**config.mk**
```make
export PLATFORM = sky130hd
export DESIGN_NAME = pwnl_ctrl
export DESIGN_NICKNAME = d
export VERILOG_FILES = /design/src/rtl/pwnl_pkg.sv /design/src/rtl/pwnl_ctrl.sv
export SDC_FILE = /design/constraint.sdc
export NUM_CORES = 1
export LEC_CHECK = 0
export BUFFER_PORTS_ARGS = -buffer_cell sky130_fd_sc_hd__buf_4
export CAP_MARGIN = 40
export CORE_AREA = 2 2 39 41
export DETAILED_ROUTE_END_ITERATION = 12
export DIE_AREA = 0 0 41 43
export GPL_ROUTABILITY_DRIVEN = 0
export MAX_ROUTING_LAYER = met4
export PLACE_DENSITY = 0.32
export SYNTH_ARGS = -nofsm -noshare
export SYNTH_HDL_FRONTEND = slang
export SYNTH_SLANG_ARGS = --single-unit
```
**constraint.sdc**
```tcl
create_clock -name i_clk -period 1.8 [get_ports i_clk]
set_input_delay 0.36 -clock i_clk [delete_from_list [all_inputs] [get_ports i_clk]]
set_output_delay 0.36 -clock i_clk [all_outputs]
set_load 0.005 [all_outputs]
```
**src/rtl/pwnl_pkg.sv**
```systemverilog
package pwnl_pkg;

    // Store and field sizes
    localparam int MAX_POINTS = 1024;
    localparam int COORD_BITS = 16;
    localparam int IDX_W      = $clog2(MAX_POINTS);
    localparam int CNT_W      = $clog2(MAX_POINTS + 1);
    localparam int NODE_W     = 10;
    localparam int DIST_W     = 36;
    localparam int OP_W       = 2;
    localparam int STATUS_W   = 2;
    localparam int RAM_W      = 3 * COORD_BITS;

    // Squared-distance arithmetic
    localparam int SQ_W   = 2 * COORD_BITS;
    localparam int SUM_W  = SQ_W + 2;
    localparam int WIDE_W = (SUM_W > DIST_W) ? SUM_W : DIST_W;

    // Stream widths, padded to whole bytes
    localparam int S_TDATA_W = ((3 * COORD_BITS + 7) / 8) * 8;
    localparam int M_TDATA_W = ((NODE_W + DIST_W + 7) / 8) * 8;
    localparam int M_TUSER_W = 1 + STATUS_W;

    // Opcodes (code three behaves as locate)
    localparam logic [OP_W-1:0] OP_FIND_OR_ADD = 2'd0;
    localparam logic [OP_W-1:0] OP_ADD         = 2'd1;
    localparam logic [OP_W-1:0] OP_LOCATE      = 2'd2;

    // Result status codes
    localparam logic [STATUS_W-1:0] ST_OK    = 2'd0;
    localparam logic [STATUS_W-1:0] ST_FULL  = 2'd1;
    localparam logic [STATUS_W-1:0] ST_EMPTY = 2'd2;

    // Controller to datapath
    typedef struct packed {
        logic load;    // latch input transaction, restart scan
        logic rd_en;   // read next stored point
        logic finish;  // decide, append, load result
    } t_ctl_cmd;

    // Datapath to controller
    typedef struct packed {
        logic scan_done;  // every stored point has been read
        logic pipe_busy;  // distance pipeline still holds a point
        logic out_free;   // result register can take a new result
    } t_ctl_sts;

    // Squared magnitude of a - b
    function automatic logic [SQ_W-1:0] sq_abs_diff(
        input logic [COORD_BITS-1:0] a,
        input logic [COORD_BITS-1:0] b
    );
        logic signed [COORD_BITS:0] d;
        logic        [COORD_BITS:0] m;
        d = $signed({a[COORD_BITS-1], a}) - $signed({b[COORD_BITS-1], b});
        m = d[COORD_BITS] ? (COORD_BITS+1)'(-d) : d;
        return SQ_W'(m[COORD_BITS-1:0]) * SQ_W'(m[COORD_BITS-1:0]);
    endfunction

    // Clamp a distance sum to the result field
    function automatic logic [DIST_W-1:0] sat_dist(input logic [SUM_W-1:0] d);
        logic [WIDE_W-1:0] w;
        w = WIDE_W'(d);
        if (w > WIDE_W'({DIST_W{1'b1}})) begin
            return {DIST_W{1'b1}};
        end
        return w[DIST_W-1:0];
    endfunction

endpackage

```
**src/rtl/pwnl_ctrl.sv**
```systemverilog
module pwnl_ctrl
    import pwnl_pkg::*;
(
    input  logic     i_clk,
    input  logic     i_rst_n,
    input  logic     i_in_valid,
    output logic     o_in_ready,
    input  t_ctl_sts i_sts,
    output t_ctl_cmd o_cmd
);

    typedef enum logic [1:0] {
        S_IDLE,
        S_SCAN,
        S_DRAIN,
        S_FINISH
    } t_state;

    t_state r_state;
    t_state n_state;

    // Next state and commands
    always_comb begin
        n_state      = r_state;
        o_in_ready   = 1'b0;
        o_cmd        = '0;
        case (r_state)
            S_IDLE: begin
                o_in_ready = 1'b1;
                if (i_in_valid) begin
                    o_cmd.load = 1'b1;
                    n_state    = S_SCAN;
                end
            end
            S_SCAN: begin
                if (i_sts.scan_done) begin
                    n_state = S_DRAIN;
                end else begin
                    o_cmd.rd_en = 1'b1;
                end
            end
            S_DRAIN: begin
                if (!i_sts.pipe_busy) begin
                    n_state = S_FINISH;
                end
            end
            S_FINISH: begin
                if (i_sts.out_free) begin
                    o_cmd.finish = 1'b1;
                    n_state      = S_IDLE;
                end
            end
            default: begin
                n_state = S_IDLE;
            end
        endcase
    end

    // State register
    always_ff @(posedge i_clk) begin
        if (!i_rst_n) begin
            r_state <= S_IDLE;
        end else begin
            r_state <= n_state;
        end
    end

    // Scan only starts from an accepted transaction
    a_scan_from_idle: assert property (@(posedge i_clk) disable iff (!i_rst_n)
        (r_state == S_SCAN) && $past(r_state == S_IDLE) |-> $past(o_cmd.load))
        else $error("scan entered without a load");

    // Finish is only reached with an empty pipeline
    a_finish_drained: assert property (@(posedge i_clk) disable iff (!i_rst_n)
        (r_state == S_FINISH) |-> !i_sts.pipe_busy)
        else $error("finish with points still in flight");

    // No input taken while a transaction is in progress
    a_ready_idle: assert property (@(posedge i_clk) disable iff (!i_rst_n)
        o_in_ready |-> (r_state == S_IDLE))
        else $error("ready outside idle");

endmodule

```
# After elaboration in Yosys (flattened, before gate mapping)
# Index checks and enable logic that the tools add are counted.
# totals
elab_cells	22
in_bits	6
out_inout_bits	4
reg_bits	2
# op_classes
reduce_logical	2
n_mux	12
n_eq_ne	7
# ops
operator	count
2-to-1 mux 2 bit	4
inequality test 2 bit, second input constant	4
one-hot mux 2 bit (4 select lines)	1
2-to-1 mux 1 bit	7
equality test 2 bit, second input constant	2
AND reduction 4 bit	1
equality test 2 x 1 -> 1 bit, second input constant	1
zero test 2 bit	1

# Depth between registers and ports, before layout
# Gate-level depths: netlist of the first run.
# logic_depth
depth_word	3
mapped_depth	5
depth_no_buf	5

# Worst setup path after synthesis of the first run
# Ideal clock, no wire load.
# synth_path
path_kind	reg2reg
from	register r_state[0]
to	register r_state[0]
setup_time_ns	0.072
arrival_ns	1.268
slack_ns	0.461
path_stages_with_launch	6
period_less_slack_ns	1.339
n_path_buf	0
t_required_ns	1.728
path_cell_list	dfxtp_1 > inv_1 > ha_1 > nor2b_4 > nor4b_4 > mux2i_1
# synth_via
elab_chain_cells	3
word_cells_on_any_way	10
classes_between	eq/ne: 7; mux: 1; reduce/logical: 2
# synth_rtl
element	line_no	rtl
from (decl)	pwnl_ctrl.sv:19	t_state r_state;
from (signal assigned)	pwnl_ctrl.sv:64	r_state <= n_state;
equality test 2 x 1 -> 1 bit (tied with other cells)	pwnl_ctrl.sv:27	case (r_state)
inequality test 2 bit (no source line)	--	
AND reduction 4 bit (no source line)	--	
# Several ways; a longest one is shown, not always the timed one.
# A chain may end at the register's enable or synchronous reset.

==> impl_metrics.py, run 1 <==
metrics = {
    "detailed_routing": {
        "wirelength_um": 403,
        "postRouteAntennaNets": 0,
        "viasPerCell": 3.60,
        "num_vias": 180,
        "top_layer_used": "met3",
        "drt-met1-wl_um": 185,
        "met2_length_um": 176,
        "first_iter_violations": 4,
        "post-route-drc-count": 0,
        "wl_met3_um": 41,
        "first_pass_iters": 4,
        "routedWlPerCell_um": 8.06,
    },
    "yosys": {
        "ys_seq_elements": 2,
        "synthFlopType": "dfxtp_1",
        "synth-edff-count": 0,
        "syn_avg_cell_area_um2": 10.1,
        "yosysWarnings": 0,
        "ys_types": 10,
        "synthTopCellsByArea": "ha_1 28%, dfxtp_1 18%, nor2b_4 12%",
        "async_reset_ff_share_pct": 0,
        "synth_common_cells": "5 x ha_1, 4 x nand2_1",
        "synth-seq-area-share_pct": 18.0,
        "synth_top_area_share_pct": 28.1,
        "syn-cell-area_um2": 223,
        "synth.most_common_cell": "ha_1",
        "syn_nets": 33,
        "postSynthCellCount": 22,
        "synth_top_area_cell": "ha_1",
    },
    "critical_path": {
        "end_kind": "primary output",
        "critical_path.cell_chain": "inv_1, ha_1, and2_1, buf_4",
        "critPathArrivalTime_ns": 1.19,
        "slowest_stage": "dfxtp_1",
        "cp_max_fo": 4,
        "cp-start-kind": "register",
        "required_ns": 1.44,
        "max_stage_delay_ns": 0.38,
        "path_class": "register to primary output",
    },
    "sta": {
        "max-slew-margin-rel_pct": 80.8,
        "rsz0062_at_grt": "false",
        "period_minus_slack_ns": 1.55,
        "fmax_mhz": 645,
        "setup_viol": 0,
        "hold_viol_final": 0,
        "setup_slack_ns": 0.250,
        "clock_skew_ns": 0.0000120,
        "period_share_pct": 86.1,
        "worst_pin_slew_ns": 0.287,
        "finalSetupTns_ns": 0,
        "slew_violations": 0,
    },
    "cells_and_area": {
        "antenna_cells": 0,
        "top_register": "r_state",
        "top_regs": "r_state: 2 flops",
        "nets": 47,
        "drive_above_1_share_pct": 47.1,
        "area_growth_pct": 49.4,
        "postLayoutCellArea_um2": 333,
        "largest_reg_flops": 2,
    },
    "floorplan": {
        "core_area_um2": 1380,
        "die_w_um": 41,
        "die_area_um2": 1760,
        "start_util_pct": 16.1,
        "row_count": 14,
        "die_h_um": 43,
        "pin_count": 10,
    },
    "clock_network": {
        "cts_root_buffer": "clkbuf_4",
        "post_cts_buffers": 0,
        "numCtsBuffers": 3,
        "post_cts_resized": 0,
        "clock_sinks": 2,
        "path_clk_slew_ns": 0.03,
        "htreeDepth": 1,
        "clock_latency_ns": 0.22,
        "postCtsHoldBufs": 0,
        "cts_buffer_depth": 2,
        "cts_tree": "built",
    },
    "place": {
        "placed_cell_area_um2": 310,
        "dp_slack_ns": 0.347,
        "dp_hpwl_um": 328,
        "place.port_buffers": 9,
    },
    "pwr": {
        "powerDensity_nw_per_um2": 1340,
        "irDropWorstVdd_uv": 383,
        "total_power_uw": 446,
        "leakagePower_uw": 0.000171,
    },
    "grt": {
        "gr-total-overflow": 0,
        "antenna_found_initial": 0,
        "grt_pass1_wl_um": 641,
        "track_usage_pct": 5.74,
        "grt_pass1_vias": 172,
        "grt_max_degree": 5,
    },
    "hold_path": {
        "hold_class": "input pin to register",
    },
    "job": {
        "cap_violations": 0,
    },
    "outcome": {
        "status": "complete, no violations",
    },
}
==> path summary, 6_finish.rpt <==
check	startpoint	to	slack, ns	depth (start not counted)
worst max-delay path	r_state[0]$_SDFFE_PN0P_	o_cmd[2]	0.25	4
worst min-delay path	i_rst_n	r_state[0]$_SDFFE_PN0P_	0.43	3
worst max register to register	r_state[0]$_SDFFE_PN0P_	r_state[0]$_SDFFE_PN0P_	0.35	5
worst min register to register	r_state[0]$_SDFFE_PN0P_	r_state[0]$_SDFFE_PN0P_	0.51	2
==> routing by layer <==
layer | vias up | track usage, %
li1 | 96 | -
met1 | 75 | 6.98
met2 | 9 | 6.88
met3 | 0 | 1.57
met4 | 0 | 6.00
met5 | - | -
==> cells by family after synthesis <==
| family | after synthesis | synth area share [%] |
|---|---|---|
| AND/OR/NAND/NOR | 10 | 39.3 |
| adder cells (fa/ha/maj) | 5 | 28.1 |
| buffers and inverters | 2 | 3.37 |
| multiplexers | 2 | 8.99 |
| flip-flops | 2 | 18.0 |
| AO/OA/AOI/OAI | 1 | 2.25 |
==> power by group <==
group,internal (µW),switching [µW],total [µW],leakage (µW)
clock,73.4,23.7,97.1,0.0000138
sequential,65.5,23.3,88.9,0.0000165
combinational,155,105,260,0.000141
==> per-stage QoR <==
stage               hold WS (ns)  cells  utilization (%)
CTS                        0.417     50             24.1
global route               0.429     50             24.1
detailed placement         0.509     47             22.4
floorplan                  0.468     22                -
finish                     0.426     50             24.1
global placement           0.499     47             22.4
==> worst max-delay path, delay by kind of cell (launching register included) <==
| kind | cells | cell delay (ns) |
|---|---|---|
| adders and majority gates | 1 | 0.23 |
| buffers and inverters | 2 | 0.23 |
| DFF | 1 | 0.38 |
| and+or+nand+nor | 1 | 0.14 |
==> area by class of cell <==
type,instances,area [µm²]
clock buffers,3,22.5
fillers,164,1050
inverters,2,7.51
multi-input cells,18,175
flip-flops and latches,2,40.0
well taps,16,20.0
repair buffers,9,67.6
==> layout by cell type, fill, tap and decap left out <==
master and count:
inv_1 2, nor4b_4 1, mux2i_1 2, clkbuf_4 3
and2_1 2, o21ai_0 1, ha_1 5, nor2b_2 1
dfxtp_1 2, nor2b_4 2, buf_4 9, nand2_1 4
(Power assumes the default switching activity.)
==> run 2, diff against run 1 <==
--- a/config.mk
+++ b/config.mk
@@ -12,7 +12,6 @@
 export DIE_AREA = 0 0 41 43
 export GPL_ROUTABILITY_DRIVEN = 0
 export MAX_ROUTING_LAYER = met4
-export PLACE_DENSITY = 0.32
 export SYNTH_ARGS = -nofsm -noshare
 export SYNTH_HDL_FRONTEND = slang
 export SYNTH_SLANG_ARGS = --single-unit
==> run 2 against run 1 <==
Net effect:
- critical path depth unchanged
- register-to-register slack better by 0.03 ns
- first-iteration DRC count down 50%
- via count up 1.1%
- count of clock-buffer cells in the layout unchanged
- flip-flop and latch count unchanged
- cell count unchanged
- sequential share of layout area unchanged
- largest cell class unchanged
==> impl_metrics.py, run 2 (synthesis gave the netlist of run 1 again) <==
metrics = {
    "detailed_routing": {
        "first_pass_iters": 2,
        "postRouteAntennaNets": 0,
        "wirelength_um": 416,
        "num_vias": 182,
        "viasPerCell": 3.64,
        "post-route-drc-count": 0,
        "routedWlPerCell_um": 8.32,
        "first_iter_violations": 2,
    },
    "cells_and_area": {
        "final_common_cell": "buf_4",
        "area_growth_pct": 49.4,
        "top_register": "r_state",
        "nFillCells": 151,
        "top_regs": "r_state: 2 flops",
        "largest_reg_flops": 2,
        "nets": 47,
        "drive_above_1_share_pct": 47.1,
        "antenna_cells": 0,
        "layout_common_cells": "9 x buf_4, 5 x ha_1, 4 x nand2_1",
    },
    "grt": {
        "track_usage_pct": 6.88,
        "grt_pass1_wl_um": 690,
        "gr-total-overflow": 0,
        "grt_max_degree": 5,
        "antenna_found_initial": 0,
        "grt_pass1_vias": 189,
    },
    "critical_path": {
        "critical_path.cell_chain": "inv_1, ha_1, and2_1, buf_4",
        "cp_top_family": "flip-flops",
        "cp-start-kind": "register",
        "critPathArrivalTime_ns": 1.18,
        "end_kind": "primary output",
        "cp_max_fo": 4,
        "required_ns": 1.44,
        "max_stage_delay_ns": 0.37,
        "slowest_stage": "dfxtp_1",
        "critPathBufInv": 2,
        "path_class": "register to primary output",
    },
    "pwr": {
        "irDropWorstVdd_uv": 309,
        "powerDensity_nw_per_um2": 1330,
        "leakagePower_uw": 0.000171,
    },
    "clock_network": {
        "path_clk_slew_ns": 0.03,
        "htreeDepth": 1,
        "numCtsBuffers": 3,
        "clock_sinks": 2,
        "cts_buffer_depth": 2,
        "post_cts_buffers": 0,
        "post_cts_resized": 0,
        "cts_tree": "built",
        "postCtsHoldBufs": 0,
        "cts_root_buffer": "clkbuf_4",
        "clock_latency_ns": 0.22,
    },
    "sta": {
        "slew_violations": 0,
        "hold_viol_final": 0,
        "clock_skew_ns": 0.00309,
        "max-slew-margin-rel_pct": 82.3,
        "worst_pin_slew_ns": 0.265,
        "period_share_pct": 85.6,
        "setup_viol": 0,
        "finalSetupTns_ns": 0,
        "period_minus_slack_ns": 1.54,
        "rsz0062_at_grt": "false",
        "fmax_mhz": 649,
        "whs_ns": 0.423,
    },
    "floorplan": {
        "row_count": 14,
        "pin_count": 10,
        "core_area_um2": 1380,
        "die_area_um2": 1760,
        "start_util_pct": 16.1,
        "die_w_um": 41,
        "die_h_um": 43,
    },
    "hold_path": {
        "hold_class": "input pin to register",
    },
    "place": {
        "place.port_buffers": 9,
        "dp_hpwl_um": 345,
    },
    "job": {
        "cap_violations": 0,
    },
    "outcome": {
        "status": "complete, no violations",
    },
}
run 2: cell counts in the layout (fill, tap and decap cells not counted):
Identical to the previous run, type by type.
run 2: final cells by class:
type	count	area (µm²)	area share, %
multi-input cells	18	175	52.6
repair buffers	9	67.6	20.3
flip-flops and latches	2	40.0	12.0
clock buffers	3	22.5	6.77
well taps	16	20.0	6.02
inverters	2	7.51	2.26
run 2: per-layer routing:
layer | up-vias | share of wire, % | global-route usage, %
li1 | 97 | - | -
met1 | 77 | 40 | 6.07
met2 | 8 | 48 | 8.44
met3 | 0 | 11 | 7.85
met4 | 0 | 0 | 4.00
met5 | - | 0 | -
run 2: power breakdown:
part / internal [µW] / total [µW] / leakage, µW / switching (µW)
clock: 73.6 / 99.6 / 0.0000138 / 25.9
sequential: 65.5 / 86.4 / 0.0000165 / 20.9
combinational: 154 / 258 / 0.000141 / 104
total: 293 / 444 / 0.000171 / 151
run 2: path summary, 6_finish.rpt:
kind,endpoint,cells after the start,slack (ns),from
setup / recovery,o_cmd[2],4,0.26,r_state[0]$_SDFFE_PN0P_
hold / removal,r_state[0]$_SDFFE_PN0P_,3,0.42,i_rst_n
setup reg to reg,r_state[1]$_SDFFE_PN0P_,5,0.38,r_state[0]$_SDFFE_PN0P_
hold reg to reg,r_state[1]$_SDFFE_PN0P_,2,0.50,r_state[1]$_SDFFE_PN0P_
run 2: per-stage QoR:
stage	instances	util (%)	setup slack [ns]	total power (µW)	cell area, µm²
floorplan	22	-	0.461	264	223
global placement	47	22.4	0.370	347	310
detailed placement	47	22.4	0.366	353	310
CTS	50	24.1	0.233	460	333
global route	50	24.1	0.169	497	333
finish	50	24.1	0.259	444	333
run 2: tightest hold or removal path, stage by stage:
cell     delay [ns]
buf_4          0.12
nand2_1        0.06
mux2i_1        0.05
